--- config.mk ---
export PLATFORM = sky130hd
export DESIGN_NAME = http_message_header_parser
export DESIGN_NICKNAME = d
export VERILOG_FILES = /design/src/hdl/hmp_pkg.sv /design/src/hdl/hmp_classify.sv /design/src/hdl/hmp_queue.sv /design/src/hdl/hmp_parse.sv /design/src/hdl/http_message_header_parser.sv
export SDC_FILE = /design/constraint.sdc
export NUM_CORES = 2
export LEC_CHECK = 0
export BUFFER_PORTS_ARGS = -buffer_cell sky130_fd_sc_hd__buf_4
export CAP_MARGIN = 20
export CORE_MARGIN = 2
export CORE_UTILIZATION = 40
export CTS_CLUSTER_DIAMETER = 100
export DETAILED_ROUTE_END_ITERATION = 16
export SYNTH_ARGS = -nofsm -noshare
export SYNTH_HDL_FRONTEND = slang
export SYNTH_SLANG_ARGS = --single-unit
--- constraint.sdc ---
create_clock -name clk_i -period 44.4 [get_ports clk_i]
set_clock_uncertainty 0.1 [all_clocks]
set_input_delay 4.44 -clock clk_i [delete_from_list [all_inputs] [get_ports clk_i]]
set_output_delay 4.44 -clock clk_i [all_outputs]
set_load 0.1 [all_outputs]
--- src/hdl/hmp_pkg.sv ---
// Shared types, constants and literal tables for the HTTP message header parser.
`default_nettype none
package hmp_pkg;

  localparam int unsigned PositionBitsDef = 16;
  localparam int unsigned LengthBitsDef   = 64;
  localparam int unsigned QueueDepth      = 4;

  // event codes
  localparam logic [2:0] EV_REQUEST  = 3'd0;
  localparam logic [2:0] EV_RESPONSE = 3'd1;
  localparam logic [2:0] EV_FIELD    = 3'd2;
  localparam logic [2:0] EV_BODY     = 3'd3;
  localparam logic [2:0] EV_CHUNK    = 3'd4;
  localparam logic [2:0] EV_BODY_END = 3'd5;
  localparam logic [2:0] EV_TRAILER  = 3'd6;
  localparam logic [2:0] EV_ERROR    = 3'd7;

  // error kinds
  localparam logic [1:0] ERR_PROTO = 2'd0;
  localparam logic [1:0] ERR_SIZE  = 2'd1;
  localparam logic [1:0] ERR_DONE  = 2'd2;

  // configuration register indexes
  localparam logic [2:0] REG_RESP_MODE = 3'd0;
  localparam logic [2:0] REG_METH_LIM  = 3'd1;
  localparam logic [2:0] REG_URI_LIM   = 3'd2;
  localparam logic [2:0] REG_NAME_LIM  = 3'd3;
  localparam logic [2:0] REG_VAL_LIM   = 3'd4;
  localparam logic [2:0] REG_RSN_LIM   = 3'd5;

  localparam logic [4:0] LEN_VERSION = 5'd7;
  localparam logic [4:0] LEN_CL      = 5'd14;
  localparam logic [4:0] LEN_TE      = 5'd17;
  localparam logic [4:0] LEN_CHUNKED = 5'd7;

  typedef struct packed {
    logic       alpha;
    logic       digit;
    logic       hex_ok;
    logic [3:0] hexv;
    logic       sep;
    logic       tok;
    logic       sp;
    logic       tab;
    logic       cr;
    logic       lf;
    logic       colon;
    logic [7:0] lc;
  } cls_t;

  typedef struct packed {
    logic [7:0] b;
    logic       start;
    cls_t       c;
  } item_t;

  typedef struct packed {
    logic        resp;
    logic [7:0]  mlim;
    logic [15:0] ulim;
    logic [15:0] nlim;
    logic [15:0] vlim;
    logic [15:0] rlim;
  } cfg_t;

  function automatic logic [7:0] lit_ver(input logic [4:0] i);
    case (i)
      5'd0: lit_ver = 8'h48;
      5'd1: lit_ver = 8'h54;
      5'd2: lit_ver = 8'h54;
      5'd3: lit_ver = 8'h50;
      5'd4: lit_ver = 8'h2f;
      5'd5: lit_ver = 8'h31;
      5'd6: lit_ver = 8'h2e;
      default: lit_ver = 8'h00;
    endcase
  endfunction

  function automatic logic [7:0] lit_cl(input logic [4:0] i);
    case (i)
      5'd0: lit_cl = "c";  5'd1: lit_cl = "o";  5'd2: lit_cl = "n";  5'd3: lit_cl = "t";
      5'd4: lit_cl = "e";  5'd5: lit_cl = "n";  5'd6: lit_cl = "t";  5'd7: lit_cl = "-";
      5'd8: lit_cl = "l";  5'd9: lit_cl = "e";  5'd10: lit_cl = "n"; 5'd11: lit_cl = "g";
      5'd12: lit_cl = "t"; 5'd13: lit_cl = "h";
      default: lit_cl = 8'h00;
    endcase
  endfunction

  function automatic logic [7:0] lit_te(input logic [4:0] i);
    case (i)
      5'd0: lit_te = "t";  5'd1: lit_te = "r";  5'd2: lit_te = "a";  5'd3: lit_te = "n";
      5'd4: lit_te = "s";  5'd5: lit_te = "f";  5'd6: lit_te = "e";  5'd7: lit_te = "r";
      5'd8: lit_te = "-";  5'd9: lit_te = "e";  5'd10: lit_te = "n"; 5'd11: lit_te = "c";
      5'd12: lit_te = "o"; 5'd13: lit_te = "d"; 5'd14: lit_te = "i"; 5'd15: lit_te = "n";
      5'd16: lit_te = "g";
      default: lit_te = 8'h00;
    endcase
  endfunction

  function automatic logic [7:0] lit_ch(input logic [4:0] i);
    case (i)
      5'd0: lit_ch = "c"; 5'd1: lit_ch = "h"; 5'd2: lit_ch = "u"; 5'd3: lit_ch = "n";
      5'd4: lit_ch = "k"; 5'd5: lit_ch = "e"; 5'd6: lit_ch = "d";
      default: lit_ch = 8'h00;
    endcase
  endfunction

  function automatic logic [15:0] sat16(input logic [63:0] v);
    sat16 = (v > 64'd65535) ? 16'hffff : v[15:0];
  endfunction

endpackage
`default_nettype wire

--- src/hdl/hmp_classify.sv ---
// Front end: accepts input bytes and tags each with its character classes.
`default_nettype none
module hmp_classify import hmp_pkg::*; (
  input  wire  logic [7:0] byte_i,
  input  wire  logic       start_i,
  output item_t            item_o
);
  logic [7:0] b;
  cls_t       c;

  always_comb begin
    b        = byte_i;
    c.alpha  = (b >= "A" && b <= "Z") || (b >= "a" && b <= "z");
    c.digit  = (b >= "0" && b <= "9");
    c.hex_ok = 1'b1;
    if (c.digit) begin
      c.hexv = b[3:0];
    end else if (b >= "a" && b <= "f") begin
      c.hexv = 4'(b - 8'h57);
    end else if (b >= "A" && b <= "F") begin
      c.hexv = 4'(b - 8'h37);
    end else begin
      c.hexv   = 4'd0;
      c.hex_ok = 1'b0;
    end
    c.sep   = (b <= 8'h20) || (b >= 8'h3a && b <= 8'h40) || b == 8'h22 || b == 8'h28 ||
              b == 8'h29 || (b >= 8'h5b && b <= 8'h5d) || b == 8'h2f || b == 8'h7b ||
              b == 8'h7d;
    c.tok   = (b >= 8'h21 && b <= 8'h7e);
    c.sp    = (b == 8'h20);
    c.tab   = (b == 8'h09);
    c.cr    = (b == 8'h0d);
    c.lf    = (b == 8'h0a);
    c.colon = (b == 8'h3a);
    c.lc    = (b >= "A" && b <= "Z") ? b + 8'd32 : b;
    item_o.b     = b;
    item_o.start = start_i;
    item_o.c     = c;
  end
endmodule
`default_nettype wire

--- src/hdl/hmp_queue.sv ---
// Short queue of classified items between front end and parser.
`default_nettype none
module hmp_queue import hmp_pkg::*; (
  input  wire  logic  clk_i,
  input  wire  logic  rst_ni,
  input  wire  logic  push_i,
  input  wire  item_t wdata_i,
  output logic        full_o,
  input  wire  logic  pop_i,
  output logic        empty_o,
  output item_t       rdata_o
);
  localparam int unsigned PW = $clog2(QueueDepth);

  item_t         mem_q [QueueDepth];
  logic [PW-1:0] wptr_q, rptr_q;
  logic [PW:0]   cnt_q;

  assign full_o  = (cnt_q == (PW+1)'(QueueDepth));
  assign empty_o = (cnt_q == '0);
  assign rdata_o = mem_q[rptr_q];

  always_ff @(posedge clk_i) begin
    if (push_i) begin
      mem_q[wptr_q] <= wdata_i;
    end
  end

  always_ff @(posedge clk_i or negedge rst_ni) begin
    if (!rst_ni) begin
      wptr_q <= '0;
      rptr_q <= '0;
      cnt_q  <= '0;
    end else begin
      if (push_i) wptr_q <= wptr_q + 1'b1;
      if (pop_i)  rptr_q <= rptr_q + 1'b1;
      cnt_q <= cnt_q + (PW+1)'(push_i) - (PW+1)'(pop_i);
    end
  end
endmodule
`default_nettype wire

--- src/hdl/hmp_parse.sv ---
// Back end: message parse state machine with a registered event output.
`default_nettype none
module hmp_parse import hmp_pkg::*; #(
  parameter int unsigned POSITION_BITS = PositionBitsDef,
  parameter int unsigned LENGTH_BITS   = LengthBitsDef
) (
  input  wire  logic         clk_i,
  input  wire  logic         rst_ni,
  input  wire  cfg_t         cfg_i,
  input  wire  logic         empty_i,
  input  wire  item_t        item_i,
  output logic               pop_o,
  output logic               ev_valid_o,
  input  wire  logic         ev_ready_i,
  output logic [2:0]         ev_o,
  output logic [1:0]         kind_o,
  output logic [3:0]         ver_o,
  output logic [15:0]        status_o,
  output logic [15:0]        first_o,
  output logic [15:0]        offset_o,
  output logic [15:0]        length_o,
  output logic               chunked_o,
  output logic [63:0]        body_o
);
  localparam int unsigned PB = POSITION_BITS;
  localparam int unsigned LB = LENGTH_BITS;
  localparam int unsigned XW = 34;

  typedef enum logic [4:0] {
    PH_METH, PH_URI, PH_RVER, PH_RDIG, PH_RCR, PH_RLF,
    PH_SVER, PH_SDIG, PH_SSP, PH_CODE, PH_REASON, PH_RSLF,
    PH_FSTART, PH_FEND_LF, PH_NAME, PH_LWS, PH_VAL, PH_VLF,
    PH_CSIZE, PH_CLF, PH_DONE
  } phase_e;

  phase_e        ph_q, ph_d;
  logic [PB-1:0] lp_q, lp_d, ts_q, ts_d;
  logic [15:0]   nl_q, nl_d, st_q, st_d;
  logic [4:0]    lmi_q, lmi_d;
  logic [2:0]    mf_q, mf_d;
  logic [LB-1:0] vn_q, vn_d, cl_q, cl_d;
  logic [3:0]    ver_q, ver_d;
  logic          chs_q, chs_d, tr_q, tr_d, vad_q, vad_d;

  logic          ov_q;
  logic [2:0]    ev_q, ev_d;
  logic [1:0]    kind_q, kind_d;
  logic [3:0]    over_q, over_d;
  logic [15:0]   ost_q, ost_d, ofirst_q, ofirst_d, ooff_q, ooff_d, olen_q, olen_d;
  logic          och_q, och_d;
  logic [63:0]   obody_q, obody_d;
  logic          emit;

  phase_e        ph;
  logic [PB-1:0] p0, lpn;
  logic          do_name, do_val, bad;
  logic [XW-1:0] vdist, n17, vlen;
  logic [19:0]   stm;
  logic [7:0]    b;
  cls_t          c;

  function automatic logic [XW-1:0] sub0(input logic [XW-1:0] x, input logic [XW-1:0] y);
    sub0 = (x > y) ? x - y : '0;
  endfunction

  assign pop_o = !empty_i && (!ov_q || ev_ready_i);
  assign b     = item_i.b;
  assign c     = item_i.c;

  always_comb begin
    ph    = ph_q;   lp_d  = lp_q;  ts_d  = ts_q;  nl_d  = nl_q;  st_d = st_q;
    lmi_d = lmi_q;  mf_d  = mf_q;  vn_d  = vn_q;  cl_d  = cl_q;  ver_d = ver_q;
    chs_d = chs_q;  tr_d  = tr_q;  vad_d = vad_q;
    if (item_i.start) begin
      ph    = cfg_i.resp ? PH_SVER : PH_METH;
      lp_d  = '0; ts_d = '0; nl_d = '0; lmi_d = '0; mf_d = 3'b111;
      vn_d  = '0; cl_d = '0; st_d = '0; ver_d = '0;
      chs_d = 1'b0; tr_d = 1'b0; vad_d = 1'b1;
    end
    ph_d   = ph;
    p0     = lp_d;
    lpn    = (p0 == '1) ? p0 : p0 + 1'b1;
    lp_d   = lpn;
    emit   = 1'b0;
    ev_d   = EV_ERROR; kind_d = ERR_PROTO; over_d = '0; ost_d = '0;
    ofirst_d = '0; ooff_d = '0; olen_d = '0; och_d = 1'b0; obody_d = '0;
    do_name = 1'b0; do_val = 1'b0; bad = 1'b0;
    vdist  = sub0(XW'(lpn), XW'(nl_d) + XW'(1));
    n17    = XW'(nl_d) + XW'(1);
    vlen   = sub0(XW'(p0), XW'(ts_d) + XW'(1));
    stm    = 20'(st_d) * 20'd10 + 20'(b[3:0]);

    case (ph)
      PH_METH: begin
        if (c.alpha) begin
          if (n17 > XW'(cfg_i.mlim)) begin
            emit = 1'b1; kind_d = ERR_SIZE;
          end else begin
            nl_d = n17[15:0];
          end
        end else if (!c.sp) begin
          emit = 1'b1;
        end else begin
          ts_d = lpn; ph_d = PH_URI;
        end
      end
      PH_URI: begin
        if (c.tok) begin
          if (XW'(lpn) > XW'(cfg_i.ulim)) begin
            emit = 1'b1; kind_d = ERR_SIZE;
          end
        end else if (!c.sp) begin
          emit = 1'b1;
        end else begin
          vn_d  = LB'(sub0(XW'(p0), XW'(ts_d)));
          lmi_d = '0; ph_d = PH_RVER;
        end
      end
      PH_RVER, PH_SVER: begin
        if (lmi_d >= LEN_VERSION || b != lit_ver(lmi_d)) begin
          emit = 1'b1;
        end else begin
          lmi_d = lmi_d + 5'd1;
          if (lmi_d == LEN_VERSION) ph_d = (ph == PH_RVER) ? PH_RDIG : PH_SDIG;
        end
      end
      PH_RDIG, PH_SDIG: begin
        if (!c.digit) begin
          emit = 1'b1;
        end else begin
          ver_d = b[3:0];
          ph_d  = (ph == PH_RDIG) ? PH_RCR : PH_SSP;
        end
      end
      PH_RCR: begin
        if (!c.cr) emit = 1'b1;
        else ph_d = PH_RLF;
      end
      PH_RLF: begin
        emit = 1'b1;
        if (c.lf) begin
          ev_d = EV_REQUEST; over_d = ver_d; ofirst_d = nl_d;
          ooff_d = sat16(64'(ts_d)); olen_d = sat16(64'(vn_d));
          nl_d = '0; lmi_d = '0; mf_d = 3'b111; lp_d = '0; ph_d = PH_FSTART;
        end
      end
      PH_SSP: begin
        if (!c.sp) emit = 1'b1;
        else begin
          st_d = '0; ph_d = PH_CODE;
        end
      end
      PH_CODE: begin
        if (c.sp) begin
          ts_d = lpn; ph_d = PH_REASON;
        end else if (!c.digit) begin
          emit = 1'b1;
        end else begin
          st_d = (stm > 20'd65535) ? 16'hffff : stm[15:0];
        end
      end
      PH_REASON: begin
        if (c.cr) begin
          ph_d = PH_RSLF;
        end else if (sub0(XW'(lpn), XW'(ts_d)) > XW'(cfg_i.rlim)) begin
          emit = 1'b1; kind_d = ERR_SIZE;
        end
      end
      PH_RSLF: begin
        emit = 1'b1;
        if (c.lf) begin
          ev_d = EV_RESPONSE; over_d = ver_d; ost_d = st_d;
          ooff_d = sat16(64'(ts_d)); olen_d = sat16(64'(vlen));
          nl_d = '0; lmi_d = '0; mf_d = 3'b111; lp_d = '0; ph_d = PH_FSTART;
        end
      end
      PH_FSTART: begin
        if (c.cr) ph_d = PH_FEND_LF;
        else begin
          ph_d = PH_NAME; do_name = 1'b1;
        end
      end
      PH_NAME: do_name = 1'b1;
      PH_LWS: begin
        if (c.sp || c.tab) begin
          if (vdist > XW'(cfg_i.vlim)) begin
            emit = 1'b1; kind_d = ERR_SIZE;
          end
        end else begin
          ts_d = p0; ph_d = PH_VAL; do_val = 1'b1;
        end
      end
      PH_VAL: do_val = 1'b1;
      PH_VLF: begin
        emit = 1'b1;
        if (c.lf) begin
          if (!tr_d && cl_d == '0) begin
            if (mf_d[0]) begin
              if (vlen == '0 || !vad_d) bad = 1'b1;
              else cl_d = vn_d;
            end else if (mf_d[1] && mf_d[2] && lmi_d == LEN_CHUNKED) begin
              chs_d = 1'b1;
            end
          end
          if (!bad) begin
            ev_d = EV_FIELD; ofirst_d = nl_d; ooff_d = sat16(64'(ts_d));
            olen_d = sat16(64'(vlen));
            nl_d = '0; lmi_d = '0; mf_d = 3'b111; lp_d = '0; ph_d = PH_FSTART;
          end
        end
      end
      PH_FEND_LF: begin
        emit = 1'b1;
        if (c.lf) begin
          lp_d = '0;
          if (tr_d) begin
            ev_d = EV_TRAILER; ph_d = PH_DONE;
          end else begin
            ev_d = EV_BODY; och_d = chs_d; obody_d = 64'(cl_d);
            vn_d = '0; ph_d = chs_d ? PH_CSIZE : PH_DONE;
          end
        end
      end
      PH_CSIZE: begin
        if (c.hex_ok) vn_d = LB'({vn_d, c.hexv});
        else if (c.cr) ph_d = PH_CLF;
        else emit = 1'b1;
      end
      PH_CLF: begin
        emit = 1'b1;
        if (c.lf) begin
          lp_d = '0;
          if (vn_d == '0) begin
            ev_d = EV_BODY_END; tr_d = 1'b1;
            nl_d = '0; lmi_d = '0; mf_d = 3'b111; ph_d = PH_FSTART;
          end else begin
            ev_d = EV_CHUNK; obody_d = 64'(vn_d); vn_d = '0; ph_d = PH_CSIZE;
          end
        end
      end
      default: begin
        emit = 1'b1; kind_d = ERR_DONE;
      end
    endcase

    if (do_name) begin
      if (c.colon) begin
        if (nl_d != 16'(LEN_CL)) mf_d[0] = 1'b0;
        if (nl_d != 16'(LEN_TE)) mf_d[1] = 1'b0;
        mf_d[2] = 1'b1; lmi_d = '0; vn_d = '0; vad_d = 1'b1; ph_d = PH_LWS;
      end else if (c.sep) begin
        emit = 1'b1;
      end else if (n17 > XW'(cfg_i.nlim)) begin
        emit = 1'b1; kind_d = ERR_SIZE;
      end else begin
        nl_d = n17[15:0];
        if (lmi_d >= LEN_CL || c.lc != lit_cl(lmi_d)) mf_d[0] = 1'b0;
        if (lmi_d >= LEN_TE || c.lc != lit_te(lmi_d)) mf_d[1] = 1'b0;
        if (lmi_d != 5'd31) lmi_d = lmi_d + 5'd1;
      end
    end

    if (do_val) begin
      if (c.cr) begin
        ph_d = PH_VLF;
      end else if (vdist > XW'(cfg_i.vlim)) begin
        emit = 1'b1; kind_d = ERR_SIZE;
      end else begin
        if (c.digit) vn_d = (vn_d << 3) + (vn_d << 1) + LB'(b[3:0]);
        else vad_d = 1'b0;
        if (lmi_d >= LEN_CHUNKED || c.lc != lit_ch(lmi_d)) mf_d[2] = 1'b0;
        if (lmi_d != 5'd31) lmi_d = lmi_d + 5'd1;
      end
    end

    if (emit && ev_d == EV_ERROR) begin
      ph_d = PH_DONE;
    end
  end

  always_ff @(posedge clk_i or negedge rst_ni) begin
    if (!rst_ni) begin
      ph_q <= PH_METH; lp_q <= '0; ts_q <= '0; nl_q <= '0; st_q <= '0;
      lmi_q <= '0; mf_q <= 3'b111; vn_q <= '0; cl_q <= '0; ver_q <= '0;
      chs_q <= 1'b0; tr_q <= 1'b0; vad_q <= 1'b1; ov_q <= 1'b0;
    end else begin
      if (pop_o) begin
        ph_q <= ph_d; lp_q <= lp_d; ts_q <= ts_d; nl_q <= nl_d; st_q <= st_d;
        lmi_q <= lmi_d; mf_q <= mf_d; vn_q <= vn_d; cl_q <= cl_d; ver_q <= ver_d;
        chs_q <= chs_d; tr_q <= tr_d; vad_q <= vad_d;
      end
      if (pop_o && emit) ov_q <= 1'b1;
      else if (ev_ready_i) ov_q <= 1'b0;
    end
  end

  always_ff @(posedge clk_i) begin
    if (pop_o && emit) begin
      ev_q <= ev_d; kind_q <= kind_d; over_q <= over_d; ost_q <= ost_d;
      ofirst_q <= ofirst_d; ooff_q <= ooff_d; olen_q <= olen_d;
      och_q <= och_d; obody_q <= obody_d;
    end
  end

  assign ev_valid_o = ov_q;
  assign ev_o       = ev_q;
  assign kind_o     = kind_q;
  assign ver_o      = over_q;
  assign status_o   = ost_q;
  assign first_o    = ofirst_q;
  assign offset_o   = ooff_q;
  assign length_o   = olen_q;
  assign chunked_o  = och_q;
  assign body_o     = obody_q;
endmodule
`default_nettype wire

--- src/hdl/http_message_header_parser.sv ---
// Top level of the HTTP/1.x message header parser: config registers and stream glue.
//
//  channel  | dir | handshake              | payload
//  s_axis   | in  | s_axis_tvalid/tready   | tdata[7:0] byte, tuser[0] start_message
//  m_axis   | out | m_axis_tvalid/tready   | tdata event fields, tuser event/kind
//  cfg      | in  | cfg_valid_i/cfg_ready_o| cfg_index_i register, cfg_data_i value
//
// One byte per cycle sustained while the event output is not stalled; each byte passes
// classify, a 4-item queue and the parse state machine, whose update sets the rate.
// A byte is registered in the queue, and its event in the parser's event output register.
// rst_ni clears the queue, sets the parse state to the request line and resets mode and limits to defaults.
// Output stalls fill the queue; input is refused only when the queue is full.
// The config port is always ready; writes take effect on following bytes.
`default_nettype none
module http_message_header_parser import hmp_pkg::*; #(
  parameter int unsigned POSITION_BITS = PositionBitsDef,
  parameter int unsigned LENGTH_BITS   = LengthBitsDef
) (
  input  wire  logic         clk_i,
  input  wire  logic         rst_ni,
  input  wire  logic         s_axis_tvalid,
  output logic               s_axis_tready,
  input  wire  logic [7:0]   s_axis_tdata,   // [7:0] data_byte
  input  wire  logic         s_axis_tuser,   // [0] start_message
  output logic               m_axis_tvalid,
  input  wire  logic         m_axis_tready,
  // [3:0] version_digit, [19:4] status_code, [35:20] first_length,
  // [51:36] second_offset, [67:52] second_length, [68] chunked_flag,
  // [132:69] body_length, [135:133] zero
  output logic [135:0]       m_axis_tdata,
  output logic [4:0]         m_axis_tuser,   // [2:0] event_res, [4:3] error_kind
  input  wire  logic         cfg_valid_i,
  output logic               cfg_ready_o,
  input  wire  logic [2:0]   cfg_index_i,
  input  wire  logic [15:0]  cfg_data_i
);
  cfg_t  cfg_q;
  item_t in_item, q_item;
  logic  q_full, q_empty, q_pop;
  logic  push;

  logic [2:0]  ev;
  logic [1:0]  kind;
  logic [3:0]  ver;
  logic [15:0] status, first, offset, length;
  logic        chunked;
  logic [63:0] body;

  assign cfg_ready_o   = 1'b1;
  assign s_axis_tready = !q_full;
  assign push          = s_axis_tvalid && !q_full;

  // limit and mode registers
  always_ff @(posedge clk_i or negedge rst_ni) begin
    if (!rst_ni) begin
      cfg_q.resp <= 1'b0;
      cfg_q.mlim <= 8'd32;
      cfg_q.ulim <= 16'd8192;
      cfg_q.nlim <= 16'd256;
      cfg_q.vlim <= 16'd8192;
      cfg_q.rlim <= 16'd256;
    end else if (cfg_valid_i) begin
      case (cfg_index_i)
        REG_RESP_MODE: cfg_q.resp <= cfg_data_i[0];
        REG_METH_LIM:  cfg_q.mlim <= cfg_data_i[7:0];
        REG_URI_LIM:   cfg_q.ulim <= cfg_data_i;
        REG_NAME_LIM:  cfg_q.nlim <= cfg_data_i;
        REG_VAL_LIM:   cfg_q.vlim <= cfg_data_i;
        REG_RSN_LIM:   cfg_q.rlim <= cfg_data_i;
        default: ;
      endcase
    end
  end

  hmp_classify u_classify (
    .byte_i  (s_axis_tdata),
    .start_i (s_axis_tuser),
    .item_o  (in_item)
  );

  hmp_queue u_queue (
    .clk_i   (clk_i),
    .rst_ni  (rst_ni),
    .push_i  (push),
    .wdata_i (in_item),
    .full_o  (q_full),
    .pop_i   (q_pop),
    .empty_o (q_empty),
    .rdata_o (q_item)
  );

  hmp_parse #(
    .POSITION_BITS (POSITION_BITS),
    .LENGTH_BITS   (LENGTH_BITS)
  ) u_parse (
    .clk_i      (clk_i),
    .rst_ni     (rst_ni),
    .cfg_i      (cfg_q),
    .empty_i    (q_empty),
    .item_i     (q_item),
    .pop_o      (q_pop),
    .ev_valid_o (m_axis_tvalid),
    .ev_ready_i (m_axis_tready),
    .ev_o       (ev),
    .kind_o     (kind),
    .ver_o      (ver),
    .status_o   (status),
    .first_o    (first),
    .offset_o   (offset),
    .length_o   (length),
    .chunked_o  (chunked),
    .body_o     (body)
  );

  assign m_axis_tdata = {3'b000, body, chunked, length, offset, first, status, ver};
  assign m_axis_tuser = {kind, ev};
endmodule
`default_nettype wire
==> results.toml <==
[synthesis]
synth_seq_cells = 535
ys_seq_area_share_pct = 39.44
synth_top_area_share_pct = 19.62
yosysTopAreaCell = "edfxtp_1"
ys_warn_count = 0
ys.flop_type = "dfrtp_1"
async_flop_share_pct = 54.77
synthesis.area_um2 = 37040
syn_inst = 3968
syn_avg_cell_area_um2 = 9.335
synth-edff-count = 242
synthTopCellsByArea = "edfxtp_1 (20%), dfrtp_1 (19%), ha_1 (11%)"
synth_cell_types = 102

[setup_path]
path_class = "register to register"
end_kind = "register"
crit_slowest_cell = "or4_1"
critPathMaxStageDelay_ps = 580
crit_fanout = 120
crit_top_cell = "o21a_1"
worstPathArrival_ps = 11700
worstPathRequired_ps = 44490
worst_setup_path_start_kind = "register"

[floorplanning]
pin_count = 177
initial_utilization_pct = 40.41
die_y_um = 308.3
core_um2 = 91660
die_area_um2 = 95060
fp.dieW_um = 308.3
row_count = 111

[placement]
place_area_um2 = 39550
dp_hpwl_um = 85920
portBuffers = 172
gp_congestion = 0.9611

[clock_tree]
clock_latency_ps = 670
cts_hold_buffers = 0
numCtsBuffers = 60
postCtsResizedCells = 0
cts_setup_buffers = 0
cts_num_sinks = 535
cts_tree = "built"
cts-root-buf = "clkbuf_16"
cts_max_path_buffers = 3
path_clk_slew_ps = 60
htreeDepth = 2

[finish]
area_growth_pct = 12.35
drive_gt1_share_pct = 10.95
num-nets-final = 4435
final_core_util_pct = 45.40
finalInstanceArea_um2 = 41620

[global_route]
grt_usage_pct = 24.25
grt_pass1_vias = 29950
antenna_found_initial = 4
grt_overflow_total = 0
grt_max_degree = 121
grt_first_pass_wirelength_um = 180100

[timing]
fin_crit_sh_pct = 26.15
max_freq_ghz = 0.08612
fin_setup_tns_ps = 0
slew_headroom_pct = 26.45
rsz0062_at_grt = "false"
fin_crit_ps = 11610
final_hold_viol_count = 0
tightest_slew_ps = 1092
final_max_slew_viol_count = 0
finalSetupViolCount = 0

[power]
p_switching_uw = 1391
internal_power_uw = 1355
p_leak_uw = 0.01826
combPwrFrac_pct = 54.6
ir_drop_mv = 0.06275
seqPwrFrac_pct = 26.4
pwr-share-clk_pct = 19.0
p_per_area_nw_per_um2 = 65.98
switching_share_pct = 50.65

[worst_hold_path]
hold_class = "register to register"

[detailed_routing]
wirelength_um = 117000
vias_per_cell = 5.987
drtPass1Iterations = 9
drtIter0Drc = 3018
avgRoutedWirePerCell_um = 22.04
antenna_left = 0
vias = 31770
drc = 0

[run_status]
status = "completed"

[flow_run]
cap_violations = 0
## final timing paths
path | endpoint | depth (start not counted) | slack (ps) | startpoint
hold reg to reg | u_parse.st_q[1] | 2 | 380 | u_parse.st_q[1]
hold / removal | u_parse.st_q[1] | 2 | 380 | u_parse.st_q[1]
min in group asynchronous | u_parse.nl_q[14] | 1 | 3670 | rst_ni
max in group asynchronous | u_parse.ts_q[6] | 3 | 38220 | rst_ni
setup / recovery | u_parse.offset_o[13] | 42 | 32790 | u_queue.rptr_q[1]
setup reg to reg | u_parse.offset_o[13] | 42 | 32790 | u_queue.rptr_q[1]
## Yosys cell counts, types with 24 or more instances
cell type,number
ha_1,325
xnor2_1,109
a21oi_1,256
a22oi_1,46
clkbuf_1,152
a21o_1,68
a22o_1,140
o31ai_1,24
nand4_1,60
nand2_1,366
nor4_1,60
nor3_1,68
nor2_1,360
mux4_2,24
nand3_1,84
mux2_2,45
nand2b_1,33
edfxtp_1,242
dfrtp_1,284
and3_1,55
a211oi_1,41
o21a_1,41
xor2_1,68
a31oi_1,27
and2_1,32
o21ai_0,284
nor2b_1,61
o22ai_1,37
inv_1,203
## through the flow
step / hold slack, ps / setup WS [ps] / power (µW) / std cells
floorplan: 342.2 / 29350 / 1848 / 3970
global placement: 353.1 / 33460 / 2218 / 5189
detailed placement: 362.2 / 33250 / 2220 / 5191
CTS: 376.4 / 33160 / 2749 / 5305
global route: 398.5 / 32170 / 2886 / 5306
finish: 378.1 / 32790 / 2746 / 5307
## worst max-delay path, delay by kind of cell, from the launching register on
family | cells | cell delay (ps)
and+or+nand+nor | 12 | 3060
AOI/OAI and AO/OA | 19 | 3710
buffers and inverters | 5 | 1640
muxes | 3 | 1080
DFF | 1 | 320
adders and majority gates | 3 | 840
## power by group through the flow
stage / Clock, µW / Sequential, µW / Combinational, µW
5_1_grt: 549 / 734 / 1600
6_report: 521 / 724 / 1500
3_3_place_gp: 0 / 732 / 1490
3_5_place_dp: 0 / 733 / 1490
2_1_floorplan: 0 / 1160 / 689
4_1_cts: 531 / 724 / 1490
## state kept, by name, summed over array words and instances (netlist names), 4 cells and up
signal	cells
u_parse.st_q	16
u_parse.status_o	16
u_parse.body_o	64
u_parse.ph_q	5
u_parse.offset_o	16
u_parse.first_o	16
u_parse.ver_q	4
u_parse.lp_q	16
u_parse.length_o	16
u_parse.ts_q	16
u_parse.vn_q	64
u_parse.nl_q	16
cfg_q	73
u_parse.lmi_q	5
u_queue.mem_q	104
u_parse.ver_o	4
u_parse.cl_q	64
## layer usage
| layer | GRT usage, % | vias to the layer above | share of wire [%] |
|---|---|---|---|
| met5 | 0 | - | 0 |
| met4 | 6.818 | 0 | 2.7 |
| met2 | 36.75 | 1135 | 44 |
| met1 | 35.54 | 15540 | 47 |
| met3 | 3.965 | 197 | 7.0 |
| li1 | - | 14900 | - |
## placed cells by master (no fill, tap or decap), types with 24 or more instances in the layout
master | netlist | final
a211oi_1 | 41 | 41
a21o_1 | 68 | 68
a21oi_1 | 256 | 256
a22o_1 | 140 | 140
a22oi_1 | 46 | 46
a31oi_1 | 27 | 27
and2_1 | 32 | 31
and3_1 | 55 | 54
buf_4 | 6 | 221
clkbuf_16 | 0 | 62
dfrtp_1 | 284 | 283
edfxtp_1 | 242 | 242
ha_1 | 325 | 325
inv_1 | 203 | 203
mux2_2 | 45 | 44
mux4_2 | 24 | 24
nand2_1 | 366 | 365
nand2b_1 | 33 | 33
nand3_1 | 84 | 84
nand4_1 | 60 | 60
nor2_1 | 360 | 358
nor2b_1 | 61 | 61
nor3_1 | 68 | 65
nor4_1 | 60 | 59
o21a_1 | 41 | 41
o21ai_0 | 284 | 283
o22ai_1 | 37 | 37
xnor2_1 | 109 | 109
xor2_1 | 68 | 68
## cell families (layout without fill, tap and decap cells)
group                    after synthesis  after routing  share of synthesized area, %
AND/OR/NAND/NOR                     1285           1285                         16.78
AO/OA/AOI/OAI                       1147           1147                         20.47
flip-flops                           535            535                         39.44
buffers and inverters                396            546                         4.161
adder cells (fa/ha/maj)              334            334                         11.46
XOR/XNOR                             177            177                         4.185
multiplexers                          92             92                         3.482
other                                  2              5                       0.02027
## area by class of cell
cell class	count	area (µm²)
clock inverter	41	440.4
inverter	208	783.3
timing repair buffer	224	1709
sequential	535	14610
multi-input combinational	3039	20980
fill	8766	50040
clock buffer	73	1613
tap	1186	1484
antenna	1	2.502
(Power assumes the default switching activity.)
